<file path="src/b64e_pkg.sv">
package b64e_pkg;

    typedef struct packed {
        logic [7:0] data_byte;
        logic       final_byte;
    } t_in_item;

    typedef struct packed {
        logic [7:0] out_char;
        logic       message_end;
    } t_out_item;

    // One group handed from the front to the back. held_count is the number of
    // bytes that were pending before the closing byte, so the group carries
    // held_count + 1 bytes and emits held_count + 2 data characters.
    typedef struct packed {
        logic [7:0] g0;
        logic [7:0] g1;
        logic [7:0] g2;
        logic [1:0] held_count;
        logic       fin;
    } t_group;

    localparam logic [7:0] CHAR_PAD     = 8'h3d;  // '='
    localparam logic [7:0] CHAR_PLUS    = 8'h2b;  // '+'
    localparam logic [7:0] CHAR_SLASH   = 8'h2f;  // '/'
    localparam logic [7:0] CHAR_PERCENT = 8'h25;  // '%'
    localparam logic [7:0] CHAR_TWO     = 8'h32;  // '2'
    localparam logic [7:0] CHAR_UPPER_B = 8'h42;  // 'B'
    localparam logic [7:0] CHAR_UPPER_A = 8'h41;  // 'A'
    localparam logic [7:0] CHAR_LOWER_A = 8'h61;  // 'a'
    localparam logic [7:0] CHAR_ZERO    = 8'h30;  // '0'

    localparam logic [1:0] ESC_STEP_PERCENT = 2'd0;
    localparam logic [1:0] ESC_STEP_TWO     = 2'd1;
    localparam logic [1:0] ESC_STEP_B       = 2'd2;

    // Standard base64 alphabet lookup.
    function automatic logic [7:0] b64_char(input logic [5:0] sextet);
        logic [7:0] v;
        logic [7:0] c;
        v = {2'b00, sextet};
        if (sextet < 6'd26) begin
            c = CHAR_UPPER_A + v;
        end else if (sextet < 6'd52) begin
            c = CHAR_LOWER_A + (v - 8'd26);
        end else if (sextet < 6'd62) begin
            c = CHAR_ZERO + (v - 8'd52);
        end else if (sextet == 6'd62) begin
            c = CHAR_PLUS;
        end else begin
            c = CHAR_SLASH;
        end
        return c;
    endfunction

endpackage

</file>
<file path="src/b64e_front.sv">
module b64e_front (
    input  logic              i_clk,
    input  logic              i_rst_n,
    input  logic              i_valid,
    output logic              o_ready,
    input  b64e_pkg::t_in_item i_in,
    output logic              o_push,
    output b64e_pkg::t_group  o_group,
    input  logic              i_q_full
);

    logic [1:0] r_cnt;
    logic [1:0] n_cnt;
    logic [7:0] r_b0;
    logic [7:0] r_b1;
    logic       accept;
    logic       closes;

    assign o_ready = !i_q_full;
    assign accept  = i_valid && o_ready;
    // A byte closes a group when it is the third one or carries the final flag.
    assign closes  = (r_cnt == 2'd2) || i_in.final_byte;
    assign o_push  = accept && closes;

    always_comb begin
        o_group.held_count = r_cnt;
        o_group.fin        = i_in.final_byte;
        o_group.g0         = (r_cnt == 2'd0) ? i_in.data_byte : r_b0;
        o_group.g1         = (r_cnt == 2'd0) ? 8'd0 :
                             ((r_cnt == 2'd1) ? i_in.data_byte : r_b1);
        o_group.g2         = (r_cnt == 2'd2) ? i_in.data_byte : 8'd0;
    end

    always_comb begin
        n_cnt = r_cnt;
        if (accept) begin
            n_cnt = closes ? 2'd0 : r_cnt + 2'd1;
        end
    end

    always_ff @(posedge i_clk) begin
        if (!i_rst_n) begin
            r_cnt <= 2'd0;
        end else begin
            r_cnt <= n_cnt;
        end
    end

    always_ff @(posedge i_clk) begin
        if (accept && !closes) begin
            if (r_cnt == 2'd0) begin
                r_b0 <= i_in.data_byte;
            end else begin
                r_b1 <= i_in.data_byte;
            end
        end
    end

    a_cnt_range: assert property (@(posedge i_clk) disable iff (!i_rst_n)
        r_cnt != 2'd3)
        else $error("pending byte count out of range");

    a_push_room: assert property (@(posedge i_clk) disable iff (!i_rst_n)
        o_push |-> !i_q_full)
        else $error("group pushed into a full queue");

    a_cnt_clears: assert property (@(posedge i_clk) disable iff (!i_rst_n)
        o_push |=> r_cnt == 2'd0)
        else $error("pending count not cleared after group close");

endmodule

</file>
<file path="src/b64e_queue.sv">
module b64e_queue #(
    parameter int DEPTH = 2
) (
    input  logic             i_clk,
    input  logic             i_rst_n,
    input  logic             i_push,
    input  b64e_pkg::t_group i_data,
    output logic             o_full,
    input  logic             i_pop,
    output b64e_pkg::t_group o_data,
    output logic             o_valid
);

    localparam int PTR_W = (DEPTH > 1) ? $clog2(DEPTH) : 1;
    localparam int CNT_W = $clog2(DEPTH + 1);
    localparam logic [PTR_W-1:0] LAST_PTR = PTR_W'(DEPTH - 1);
    localparam logic [CNT_W-1:0] FULL_CNT = CNT_W'(DEPTH);

    b64e_pkg::t_group r_mem [DEPTH];
    logic [PTR_W-1:0] r_wr_ptr;
    logic [PTR_W-1:0] r_rd_ptr;
    logic [CNT_W-1:0] r_count;
    logic             do_push;
    logic             do_pop;

    assign o_full  = (r_count == FULL_CNT);
    assign o_valid = (r_count != '0);
    assign o_data  = r_mem[r_rd_ptr];
    assign do_push = i_push && !o_full;
    assign do_pop  = i_pop && o_valid;

    always_ff @(posedge i_clk) begin
        if (!i_rst_n) begin
            r_wr_ptr <= '0;
            r_rd_ptr <= '0;
            r_count  <= '0;
        end else begin
            if (do_push) begin
                r_wr_ptr <= (r_wr_ptr == LAST_PTR) ? '0 : r_wr_ptr + 1'b1;
            end
            if (do_pop) begin
                r_rd_ptr <= (r_rd_ptr == LAST_PTR) ? '0 : r_rd_ptr + 1'b1;
            end
            case ({do_push, do_pop})
                2'b10:   r_count <= r_count + 1'b1;
                2'b01:   r_count <= r_count - 1'b1;
                default: r_count <= r_count;
            endcase
        end
    end

    always_ff @(posedge i_clk) begin
        if (do_push) begin
            r_mem[r_wr_ptr] <= i_data;
        end
    end

    a_count_bound: assert property (@(posedge i_clk) disable iff (!i_rst_n)
        r_count <= FULL_CNT)
        else $error("queue occupancy exceeds depth");

    a_no_overflow: assert property (@(posedge i_clk) disable iff (!i_rst_n)
        (o_full && !i_pop) |=> o_full)
        else $error("full queue lost an entry without a pop");

    a_no_underflow: assert property (@(posedge i_clk) disable iff (!i_rst_n)
        (!o_valid && !i_push) |=> !o_valid)
        else $error("empty queue gained an entry without a push");

endmodule

</file>
<file path="src/b64e_back.sv">
module b64e_back (
    input  logic                i_clk,
    input  logic                i_rst_n,
    input  logic                i_cfg_we,
    input  logic                i_cfg_data,
    input  logic                i_q_valid,
    input  b64e_pkg::t_group    i_q_data,
    output logic                o_pop,
    output logic                o_valid,
    input  logic                i_ready,
    output b64e_pkg::t_out_item o_out
);

    logic                r_escape_plus;
    logic                r_busy;
    logic                n_busy;
    b64e_pkg::t_group    r_grp;
    logic [1:0]          r_idx;
    logic [1:0]          n_idx;
    logic [1:0]          r_sub;
    logic [1:0]          n_sub;
    logic                r_out_valid;
    b64e_pkg::t_out_item r_out;

    logic [5:0] sext [4];
    logic       is_data;
    logic [7:0] cur_char;
    logic       is_esc;
    logic [7:0] emit_char;
    logic       char_done;
    logic       grp_done;
    logic       adv;

    always_comb begin
        sext[0] = r_grp.g0[7:2];
        sext[1] = {r_grp.g0[1:0], r_grp.g1[7:4]};
        sext[2] = {r_grp.g1[3:0], r_grp.g2[7:6]};
        sext[3] = r_grp.g2[5:0];
    end

    // Positions up to held_count + 1 carry data; the rest are padding.
    assign is_data  = ({1'b0, r_idx} <= ({1'b0, r_grp.held_count} + 3'd1));
    assign cur_char = is_data ? b64e_pkg::b64_char(sext[r_idx]) : b64e_pkg::CHAR_PAD;
    assign is_esc   = (cur_char == b64e_pkg::CHAR_PLUS) && r_escape_plus;

    always_comb begin
        emit_char = cur_char;
        if (is_esc) begin
            case (r_sub)
                b64e_pkg::ESC_STEP_PERCENT: emit_char = b64e_pkg::CHAR_PERCENT;
                b64e_pkg::ESC_STEP_TWO:     emit_char = b64e_pkg::CHAR_TWO;
                default:                    emit_char = b64e_pkg::CHAR_UPPER_B;
            endcase
        end
    end

    assign char_done = !is_esc || (r_sub == b64e_pkg::ESC_STEP_B);
    assign grp_done  = char_done && (r_idx == 2'd3);
    assign adv       = r_busy && (!r_out_valid || i_ready);
    // The next group is taken as the current one emits its last character.
    assign o_pop     = i_q_valid && (!r_busy || (adv && grp_done));

    always_comb begin
        n_busy = r_busy;
        n_idx  = r_idx;
        n_sub  = r_sub;
        if (o_pop) begin
            n_busy = 1'b1;
            n_idx  = 2'd0;
            n_sub  = b64e_pkg::ESC_STEP_PERCENT;
        end else if (adv && grp_done) begin
            n_busy = 1'b0;
        end else if (adv) begin
            if (char_done) begin
                n_idx = r_idx + 2'd1;
                n_sub = b64e_pkg::ESC_STEP_PERCENT;
            end else begin
                n_sub = r_sub + 2'd1;
            end
        end
    end

    always_ff @(posedge i_clk) begin
        if (!i_rst_n) begin
            r_escape_plus <= 1'b0;
            r_busy        <= 1'b0;
            r_idx         <= 2'd0;
            r_sub         <= b64e_pkg::ESC_STEP_PERCENT;
            r_out_valid   <= 1'b0;
        end else begin
            if (i_cfg_we) begin
                r_escape_plus <= i_cfg_data;
            end
            r_busy <= n_busy;
            r_idx  <= n_idx;
            r_sub  <= n_sub;
            if (adv) begin
                r_out_valid <= 1'b1;
            end else if (i_ready) begin
                r_out_valid <= 1'b0;
            end
        end
    end

    always_ff @(posedge i_clk) begin
        if (o_pop) begin
            r_grp <= i_q_data;
        end
        if (adv) begin
            r_out.out_char    <= emit_char;
            r_out.message_end <= r_grp.fin && grp_done;
        end
    end

    assign o_valid = r_out_valid;
    assign o_out   = r_out;

    a_sub_range: assert property (@(posedge i_clk) disable iff (!i_rst_n)
        r_sub != 2'd3)
        else $error("escape step out of range");

    a_sub_only_escape: assert property (@(posedge i_clk) disable iff (!i_rst_n)
        (r_busy && r_sub != b64e_pkg::ESC_STEP_PERCENT) |-> is_esc)
        else $error("escape sequence running on a character that is not escaped");

    a_pop_when_free: assert property (@(posedge i_clk) disable iff (!i_rst_n)
        o_pop |-> (!r_busy || grp_done))
        else $error("group taken while the current one is unfinished");

    a_end_last_pos: assert property (@(posedge i_clk) disable iff (!i_rst_n)
        (adv && r_grp.fin && grp_done) |=> (o_valid && o_out.message_end))
        else $error("message end mark not placed on last character");

endmodule

</file>
<file path="src/base64_stream_encoder.sv">
// Streaming base64 encoder with the standard alphabet. Bytes enter one per
// transfer; every third byte, or a byte with final_byte set, closes a group
// that goes through a small queue to the character generator. The input takes
// a byte every cycle while the queue has room. The output stage sends one
// character per cycle while the receiver is ready, so the character generator
// sets the sustained rate: four characters per three-byte group, and three (%2B)
// for each '+' when escape_plus is set. A final partial group is padded with
// '=' to four characters, and message_end marks the message's last character.
// The user writes escape_plus through i_cfg_we / i_cfg_data while the encoder is
// idle, unenforced by the block; it takes effect on the next character produced.
module base64_stream_encoder #(
    parameter int QUEUE_DEPTH = 2
) (
    input  logic                i_clk,
    input  logic                i_rst_n,
    input  logic                i_cfg_we,
    input  logic                i_cfg_data,
    input  logic                i_valid,
    output logic                o_ready,
    input  b64e_pkg::t_in_item  i_in,
    output logic                o_valid,
    input  logic                i_ready,
    output b64e_pkg::t_out_item o_out
);

    logic             push;
    b64e_pkg::t_group push_group;
    logic             q_full;
    logic             pop;
    b64e_pkg::t_group pop_group;
    logic             q_valid;

    b64e_front u_front (
        .i_clk    (i_clk),
        .i_rst_n  (i_rst_n),
        .i_valid  (i_valid),
        .o_ready  (o_ready),
        .i_in     (i_in),
        .o_push   (push),
        .o_group  (push_group),
        .i_q_full (q_full)
    );

    b64e_queue #(
        .DEPTH (QUEUE_DEPTH)
    ) u_queue (
        .i_clk   (i_clk),
        .i_rst_n (i_rst_n),
        .i_push  (push),
        .i_data  (push_group),
        .o_full  (q_full),
        .i_pop   (pop),
        .o_data  (pop_group),
        .o_valid (q_valid)
    );

    b64e_back u_back (
        .i_clk      (i_clk),
        .i_rst_n    (i_rst_n),
        .i_cfg_we   (i_cfg_we),
        .i_cfg_data (i_cfg_data),
        .i_q_valid  (q_valid),
        .i_q_data   (pop_group),
        .o_pop      (pop),
        .o_valid    (o_valid),
        .i_ready    (i_ready),
        .o_out      (o_out)
    );

endmodule

</file>
<file path="config.mk">
export PLATFORM = sky130hd
export DESIGN_NAME = base64_stream_encoder
export DESIGN_NICKNAME = d
export VERILOG_FILES = /design/src/b64e_pkg.sv /design/src/b64e_front.sv /design/src/b64e_queue.sv /design/src/b64e_back.sv /design/src/base64_stream_encoder.sv
export SDC_FILE = /design/constraint.sdc
export NUM_CORES = 1
export LEC_CHECK = 0
export BUFFER_PORTS_ARGS = -buffer_cell sky130_fd_sc_hd__buf_2
export CORE_AREA = 5 5 124 126
export DETAILED_ROUTE_END_ITERATION = 12
export DIE_AREA = 0 0 129 131
export HOLD_SLACK_MARGIN = 0.03
export PLACE_DENSITY = 0.64
export SETUP_SLACK_MARGIN = 0.02
export SYNTH_ARGS = -nofsm -noshare
export SYNTH_HDL_FRONTEND = slang
export SYNTH_SLANG_ARGS = --single-unit
</file>
<file path="constraint.sdc">
create_clock -name i_clk -period 14.8 [get_ports i_clk]
set_input_delay 2.22 -clock i_clk [delete_from_list [all_inputs] [get_ports i_clk]]
set_output_delay 2.22 -clock i_clk [all_outputs]
set_load 0.05 [all_outputs]
</file>
==> Word-level counts from Yosys, hierarchy flattened <==
Memory sizes are Yosys's and may differ from the RTL's. A register that Yosys moved wholly into a read port is not among the register bits.
Index checks and enable logic that the tools add are counted.
{ "op_classes": {"n_eq_ne": 10, "n_bitwise": 4, "mux": 25, "n_reduce_logical": 30, "order_cmp": 5, "addsub": 13} }
{ "op_table": {"columns": ["op", "count"], "rows": [
  ["8-bit two-way mux", 9],
  ["7-bit one-hot mux with 2 select lines", 1],
  ["6-bit binary-select mux with 2-bit select", 1],
  ["6-bit < comparator (second input constant)", 2],
  ["6-bit two-way mux", 2],
  ["1-bit logical AND", 11],
  ["2-bit equality test (second input constant)", 5],
  ["2-bit by 1-bit adder with 2-bit output (second input constant)", 4],
  ["6-bit by 8-bit adder with 8-bit output (first input constant)", 1],
  ["7-bit by 6-bit adder with 8-bit output (first input constant)", 1],
  ["7-bit by 8-bit adder with 8-bit output (first input constant)", 1],
  ["8-bit by 6-bit equality test with 1-bit output (second input constant)", 1],
  ["1-bit two-way mux", 8],
  ["2-bit nonzero test", 4],
  ["6-bit by 5-bit subtractor with 7-bit output (second input constant)", 1],
  ["6-bit by 6-bit subtractor with 7-bit output (second input constant)", 1],
  ["2-bit by 1-bit equality test with 1-bit output (second input constant)", 3],
  ["6-bit equality test (second input constant)", 1],
  ["6-bit by 5-bit < comparator with 1-bit output (second input constant)", 1],
  ["1-bit zero test", 5],
  ["2-bit zero test", 2],
  ["1-bit logical OR", 4],
  ["2-bit two-way mux", 2],
  ["2-bit one-hot mux with 2 select lines", 1],
  ["other kinds (11)", 15]
]} }
{ "word_totals": {"input_bits": 15, "wordCells": 101, "reg_bits": 38, "ram_bits": 54, "mem_count": 1, "output_inout_bits": 11} }
{ "mem_list": {"columns": ["memory", "depth", "width", "read_ports", "rd_ports_with_merged_regs", "write_ports", "line", "rtl"], "rows": [
  ["u_queue.r_mem", 2, 27, 1, 1, 1, "b64e_queue.sv:19", "b64e_pkg::t_group r_mem [DEPTH];"]
]} }

==> Logic depth before layout (Yosys ltp) <==
{ "depth": {"word_depth": 21, "mapped_depth": 17, "depth_no_buf": 15} }

==> Hierarchy <==
Synthesis repeated with hierarchy kept, for this count alone.
{ "unflattened": {"cells_unflattened": 367, "area_unflattened_um2": 5527.8} }
{ "by_module_without_submodules": {"columns": ["module", "seq_area_each_um2", "area_each_um2", "cells_per_inst", "instances"], "rows": [
  ["b64e_back", 1221.2, 2428.6, 186, 1],
  ["b64e_queue", 1721.7, 2179.6, 110, 1],
  ["b64e_front", 520.5, 919.6, 71, 1]
]} }

==> Worst setup path before layout <==
No wires, ideal clock.
{ "synth_timing": {"path_kind": "reg-to-reg", "from": "reg u_back.r_idx[0]", "to": "reg u_queue.r_count[1]", "t_required_ns": 14.724, "slack_ns": 9.443, "t_arrival_ns": 5.282, "synth_period_minus_slack_ns": 5.357, "path_stages_with_launch": 17, "cell_sequence": "dfxtp_1 buf_6 mux4_2 buf_4 inv_1 ha_1 xor2_1 ha_1 xnor2_1 nand3_1 and2_1 a221oi_2 nor4_4 o22ai_1 ha_1 or3_1 a21boi_0"} }
{ "synth_between": {"elab_chain_cells": 21, "elab_cells_between_ends": 33, "cone_classes": "add/sub (5); order compare (4); eq/ne (5); mux (9); bitwise (1); reduce/logical (9)"} }
{ "synth_lines": {"columns": ["element", "line", "rtl"], "rows": [
  ["start: declaration", "b64e_back.sv:18", "logic [1:0] r_idx;"],
  ["start signal: assignment", "b64e_back.sv:95", "r_idx <= n_idx;"],
  ["2-bit inverter with 3-bit output (implied by the code)", "b64e_back.sv:43", "assign cur_char = is_data ? b64e_pkg::b64_char(sext[r_idx]) : b64e_pkg::CHAR_PAD;"],
  ["6-bit binary-select mux with 2-bit select", "b64e_back.sv:43", null],
  ["6-bit two-way mux (implied by the code) (2 in series)", "b64e_back.sv:43", null],
  ["6-bit by 6-bit subtractor with 7-bit output / 6-bit equality test (equally long branches)", "b64e_pkg.sv:48, b64e_pkg.sv:49", null],
  ["6-bit by 8-bit adder with 8-bit output / 3-bit two-way mux (equally long branches)", "b64e_pkg.sv:48, b64e_pkg.sv:49", null],
  ["8-bit two-way mux", "b64e_pkg.sv:47", "end else if (sextet < 6'd62) begin"],
  ["8-bit two-way mux", "b64e_pkg.sv:45", "end else if (sextet < 6'd52) begin"],
  ["8-bit two-way mux", "b64e_pkg.sv:43", "if (sextet < 6'd26) begin"],
  ["(+5 left out)", null, null],
  ["1-bit logical AND *", "b64e_back.sv:58", "assign grp_done = char_done && (r_idx == 2'd3);"],
  ["1-bit logical AND *", "b64e_back.sv:61", "assign o_pop = i_q_valid && (!r_busy || (adv && grp_done));"],
  ["1-bit logical OR *", "b64e_back.sv:61", null],
  ["1-bit logical AND *", "b64e_back.sv:61", null],
  ["via pop", "base64_stream_encoder.sv:29", "logic pop;"],
  ["1-bit logical AND *", "b64e_queue.sv:30", "assign do_pop = i_pop && o_valid;"],
  ["2-bit by 1-bit equality test with 1-bit output / 2-bit equality test (equally long branches)", "b64e_queue.sv:44", "case ({do_push, do_pop})"],
  ["2-bit one-hot mux with 2 select lines / 2-bit nonzero test (equally long branches)", null, null],
  ["end signal: assignment", "b64e_queue.sv:45", "2'b10: r_count <= r_count + 1'b1;"],
  ["end signal: assignment", "b64e_queue.sv:46", "2'b01: r_count <= r_count - 1'b1;"],
  ["end signal: assignment", "b64e_queue.sv:47", "default: r_count <= r_count;"],
  ["end: declaration", "b64e_queue.sv:22", "logic [CNT_W-1:0] r_count;"]
]} }
The timed path passes the listed nets; every way through them passes the cells marked *. The select of a mux whose other input is x is not followed.
A chain may end at the register's enable or synchronous reset.

==> Worst setup path in the final report <==
Same ends and word-level chain as after synthesis.

==> out/qor.txt <==
=====================================================================================
Startpoint type of the worst setup path                                      register
Total count of hold-check failures in the final report                              0
Min cycle time layout                                                         4.81 ns
Avg WL per Cell                                                               15.9 um
Flip-flop and latch area                                                  0.00344 mm2
Proportion of power drawn by flip-flops and latches                             34.3%
Number of antenna diodes                                                            0
Part of the Yosys area used for sequential elements                             62.2%
Hold_buf cts                                                                        0
Effective utilization at floorplan                                              39.0%
Most frequently used flop master after synthesis                         sky130_fd_sc_hd__edfxtp_1
Vias/cell                                                                        5.05
TritonCTS buffer count                                                             17
Worst endpoint required time                                                 15.13 ns
Number of H-tree branching levels                                                   4
Maximum buffer depth of the clock tree                                              2
Result of the run                                                        finished, final reports clean
Met3 usage                                                                      3.50%
Die area                                                                   0.0169 mm2
Fin crit share                                                                  32.5%
TritonCTS clock tree                                                            built
Maximum clock skew at final layout                                          0.0177 ns
Final estimated routing congestion in global placement                          0.847
Post-Route Setup TNS                                                             0 ns
Post-route standard cell area excluding fillers                           0.00646 mm2
Remaining routing DRC violations                                                    0
Wire length of the first global-routing pass                                  16.0 mm
Sum of overflow across all layers after global routing                              0
Iter 0 DRT Violations                                                             186
Yosys Warn Count                                                                    0
Max_cap viols                                                                       0
Overall routing resource usage                                                  12.4%
Die X                                                                          129 um
Area after DPL                                                            0.00586 mm2
Crit path kind                                                             reg -> reg
Netlist area before placement                                             0.00554 mm2
Fraction of registers with async set/reset                                         0%
Vertical die dimension                                                         131 um
Number of port buffers                                                             25
FMAX                                                                        0.208 GHz
Part of the power in combinational logic                                        38.1%
Worst IR drop on VDD                                                       0.000121 V
Mapped Avg Cell Area                                                         14.7 um2
Core ar.                                                                   0.0142 mm2
Reg2reg setup slack                                                           9.99 ns
Largest net degree at the start of global routing                                  30
Final-layout worst hold slack                                                0.534 ns
Count of cell types in the netlist                                                 60
Count of flip-flops with a built-in enable after synthesis                        106
Most frequent standard cell in the layout excluding fill and tap cells   sky130_fd_sc_hd__edfxtp_1
Clock insertion delay at the later pin of the skew report                     0.41 ns
Total of fill cells in the finished design                                       1240
Fraction of met1 tracks used by global routing                                  15.7%
Synthesized net count                                                             413
Post-CTS Setup Repair Bufs                                                          0
CTS clock-pin slew for the worst setup and hold paths                         0.06 ns
Unrepaired setup endpoints after global routing                                 false
Clock root cell                                                          sky130_fd_sc_hd__clkbuf_16
Number of nets in the layout                                                      447
Worst min-delay path category                                              reg -> reg
Global-route layer with the greatest usage                                       met2
P per Cell Area                                                            226 mW/mm2
Number of iterations in the first detailed-routing pass                             4
I/O pin count                                                                      26
Most used cells in the layout excluding fill and tap cells               sky130_fd_sc_hd__edfxtp_1 (106), sky130_fd_sc_hd__mux2_2 (35), sky130_fd_sc_hd__buf_2 (25)
Fraction of layout cells with a size suffix above 1                             27.7%
Post-Synthesis Cells                                                              376
WL final                                                                      9.65 mm
Via count of the first global-routing pass                                       3143
Max-slew violation total from the final report                                      0
Number of core rows                                                                44
Clk sink count                                                                    119
Fraction of met2 tracks used by global routing                                  19.7%
Power Internal                                                             0.000932 W
Biggest fanout along the worst timing path                                         29
Area growth from synthesis to layout                                            16.6%
Count of cells resized by post-cts repair                                           0
Area used by multi-input combinational logic                              0.00197 mm2
Via total after detailed routing                                                 3066
Flip-flop and latch count after synthesis                                         119
Net switching fraction of the power                                             36.1%
Leakage                                                                       2.28 nW
Antenna violations before repair                                                    0
Number of nets with antenna violations after detailed routing                       0
Headroom to the max-slew limit                                                  49.1%
Post-detailed-placement half-perimeter wirelength                             6.68 mm
Arrival time of data at the critical path endpoint                            5.14 ns
NetSw                                                                      0.000526 W
Slew at the pin closest to its max-slew limit                                0.762 ns
Final-report setup violation count                                                  0
Kind of capture point of the worst setup path                                register
Clock network power share                                                       27.6%
=====================================================================================
==> metrics by stage <==
step	util, %	cells	power [W]	setup WS [ns]
finish	45.5	607	0.00146	9.99
global route	45.5	607	0.00155	9.59
CTS	45.5	607	0.00147	9.95
detailed placement	41.3	575	0.00106	9.97
global placement	41.3	575	0.00105	10.12
floorplan	-	376	0.000946	9.44
==> logic make-up after synthesis <==
group	count (synthesis)	synth area share, %
adder cells (fa/ha/maj)	22	4.97
flip-flops	119	62.2
AND/OR/NAND/NOR	84	8.79
XOR/XNOR	11	1.74
AO/OA/AOI/OAI	54	7.82
buffers and inverters	31	2.40
multiplexers	55	12.1
==> cell type report <==
cell class / instances / area share (%)
multi-input cells: 226 / 30.5
inverters: 17 / 0.988
clock inverters: 15 / 2.60
well taps: 184 / 3.57
repair buffers: 29 / 2.40
clock buffers: 17 / 6.59
flip-flops and latches: 119 / 53.3
==> synth_stat cells, types with 5 or more instances <==
| library cell | count | area share [%] |
|---|---|---|
| sky130_fd_sc_hd__mux2i_1 | 14 | 2.5 |
| sky130_fd_sc_hd__clkbuf_1 | 6 | 0.41 |
| sky130_fd_sc_hd__nand4b_1 | 5 | 0.79 |
| sky130_fd_sc_hd__xnor2_1 | 9 | 1.4 |
| sky130_fd_sc_hd__ha_1 | 22 | 5.0 |
| sky130_fd_sc_hd__dfxtp_1 | 13 | 4.7 |
| sky130_fd_sc_hd__mux4_2 | 6 | 2.4 |
| sky130_fd_sc_hd__nor2b_1 | 6 | 0.68 |
| sky130_fd_sc_hd__nand2_1 | 12 | 0.81 |
| sky130_fd_sc_hd__a21oi_1 | 6 | 0.54 |
| sky130_fd_sc_hd__and2_1 | 14 | 1.6 |
| sky130_fd_sc_hd__o21ai_0 | 7 | 0.63 |
| sky130_fd_sc_hd__nand2b_1 | 7 | 0.79 |
| sky130_fd_sc_hd__nor2_1 | 20 | 1.4 |
| sky130_fd_sc_hd__edfxtp_1 | 106 | 57 |
| sky130_fd_sc_hd__and3_1 | 5 | 0.56 |
| sky130_fd_sc_hd__inv_1 | 17 | 1.2 |
| sky130_fd_sc_hd__mux2_2 | 35 | 7.1 |
==> state kept, by name, summed over array words and instances (netlist names), 2 cells and up <==
| name | count |
|---|---|
| u_back.o_out | 9 |
| u_back.r_grp | 27 |
| u_back.r_idx | 2 |
| u_back.r_sub | 2 |
| u_front.r_b0 | 8 |
| u_front.r_b1 | 8 |
| u_front.r_cnt | 2 |
| u_queue.r_count | 2 |
| u_queue.r_mem | 54 |
==> critical path: stages (launching register included) <==
cell	delay [ns]
sky130_fd_sc_hd__dfxtp_1	0.69
sky130_fd_sc_hd__mux4_2	0.75
sky130_fd_sc_hd__inv_1	0.13
sky130_fd_sc_hd__ha_1	0.22
sky130_fd_sc_hd__xor2_1	0.16
sky130_fd_sc_hd__ha_1	0.24
sky130_fd_sc_hd__and3_1	0.14
sky130_fd_sc_hd__a311o_1	0.35
sky130_fd_sc_hd__a31o_4	0.29
sky130_fd_sc_hd__nor4_4	0.41
sky130_fd_sc_hd__o22ai_2	0.13
sky130_fd_sc_hd__buf_4	0.26
sky130_fd_sc_hd__ha_1	0.37
sky130_fd_sc_hd__or3_1	0.37
sky130_fd_sc_hd__a21boi_0	0.19
==> final timing paths <==
kind,from,to,cells after the start
max,u_back.r_idx[0],u_queue.r_count[1],14
min,u_front.r_cnt[0],u_queue.r_mem[0][1],0
max reg2reg,u_back.r_idx[0],u_queue.r_count[1],14
min reg2reg,u_front.r_cnt[0],u_queue.r_mem[0][1],0
==> power groups by stage <==
| stage | Combinational [W] | Sequential [W] | Clock, W |
|---|---|---|---|
| finish | 0.000556 | 0.000500 | 0.000402 |
| global route | 0.000613 | 0.000508 | 0.000428 |
| CTS | 0.000557 | 0.000502 | 0.000412 |
| detailed placement | 0.000552 | 0.000508 | 0 |
| global placement | 0.000545 | 0.000506 | 0 |
| floorplan | 0.000406 | 0.000539 | 0 |
==> per-layer routing <==
| layer | part of all wire (%) | up-vias |
|---|---|---|
| met1 | 45 | 1475 |
| met4 | 2.0 | 0 |
| met3 | 4.2 | 16 |
| met5 | 0 | - |
| met2 | 49 | 62 |
| li1 | - | 1513 |
Note: power is estimated with default switching activity, not from simulation.
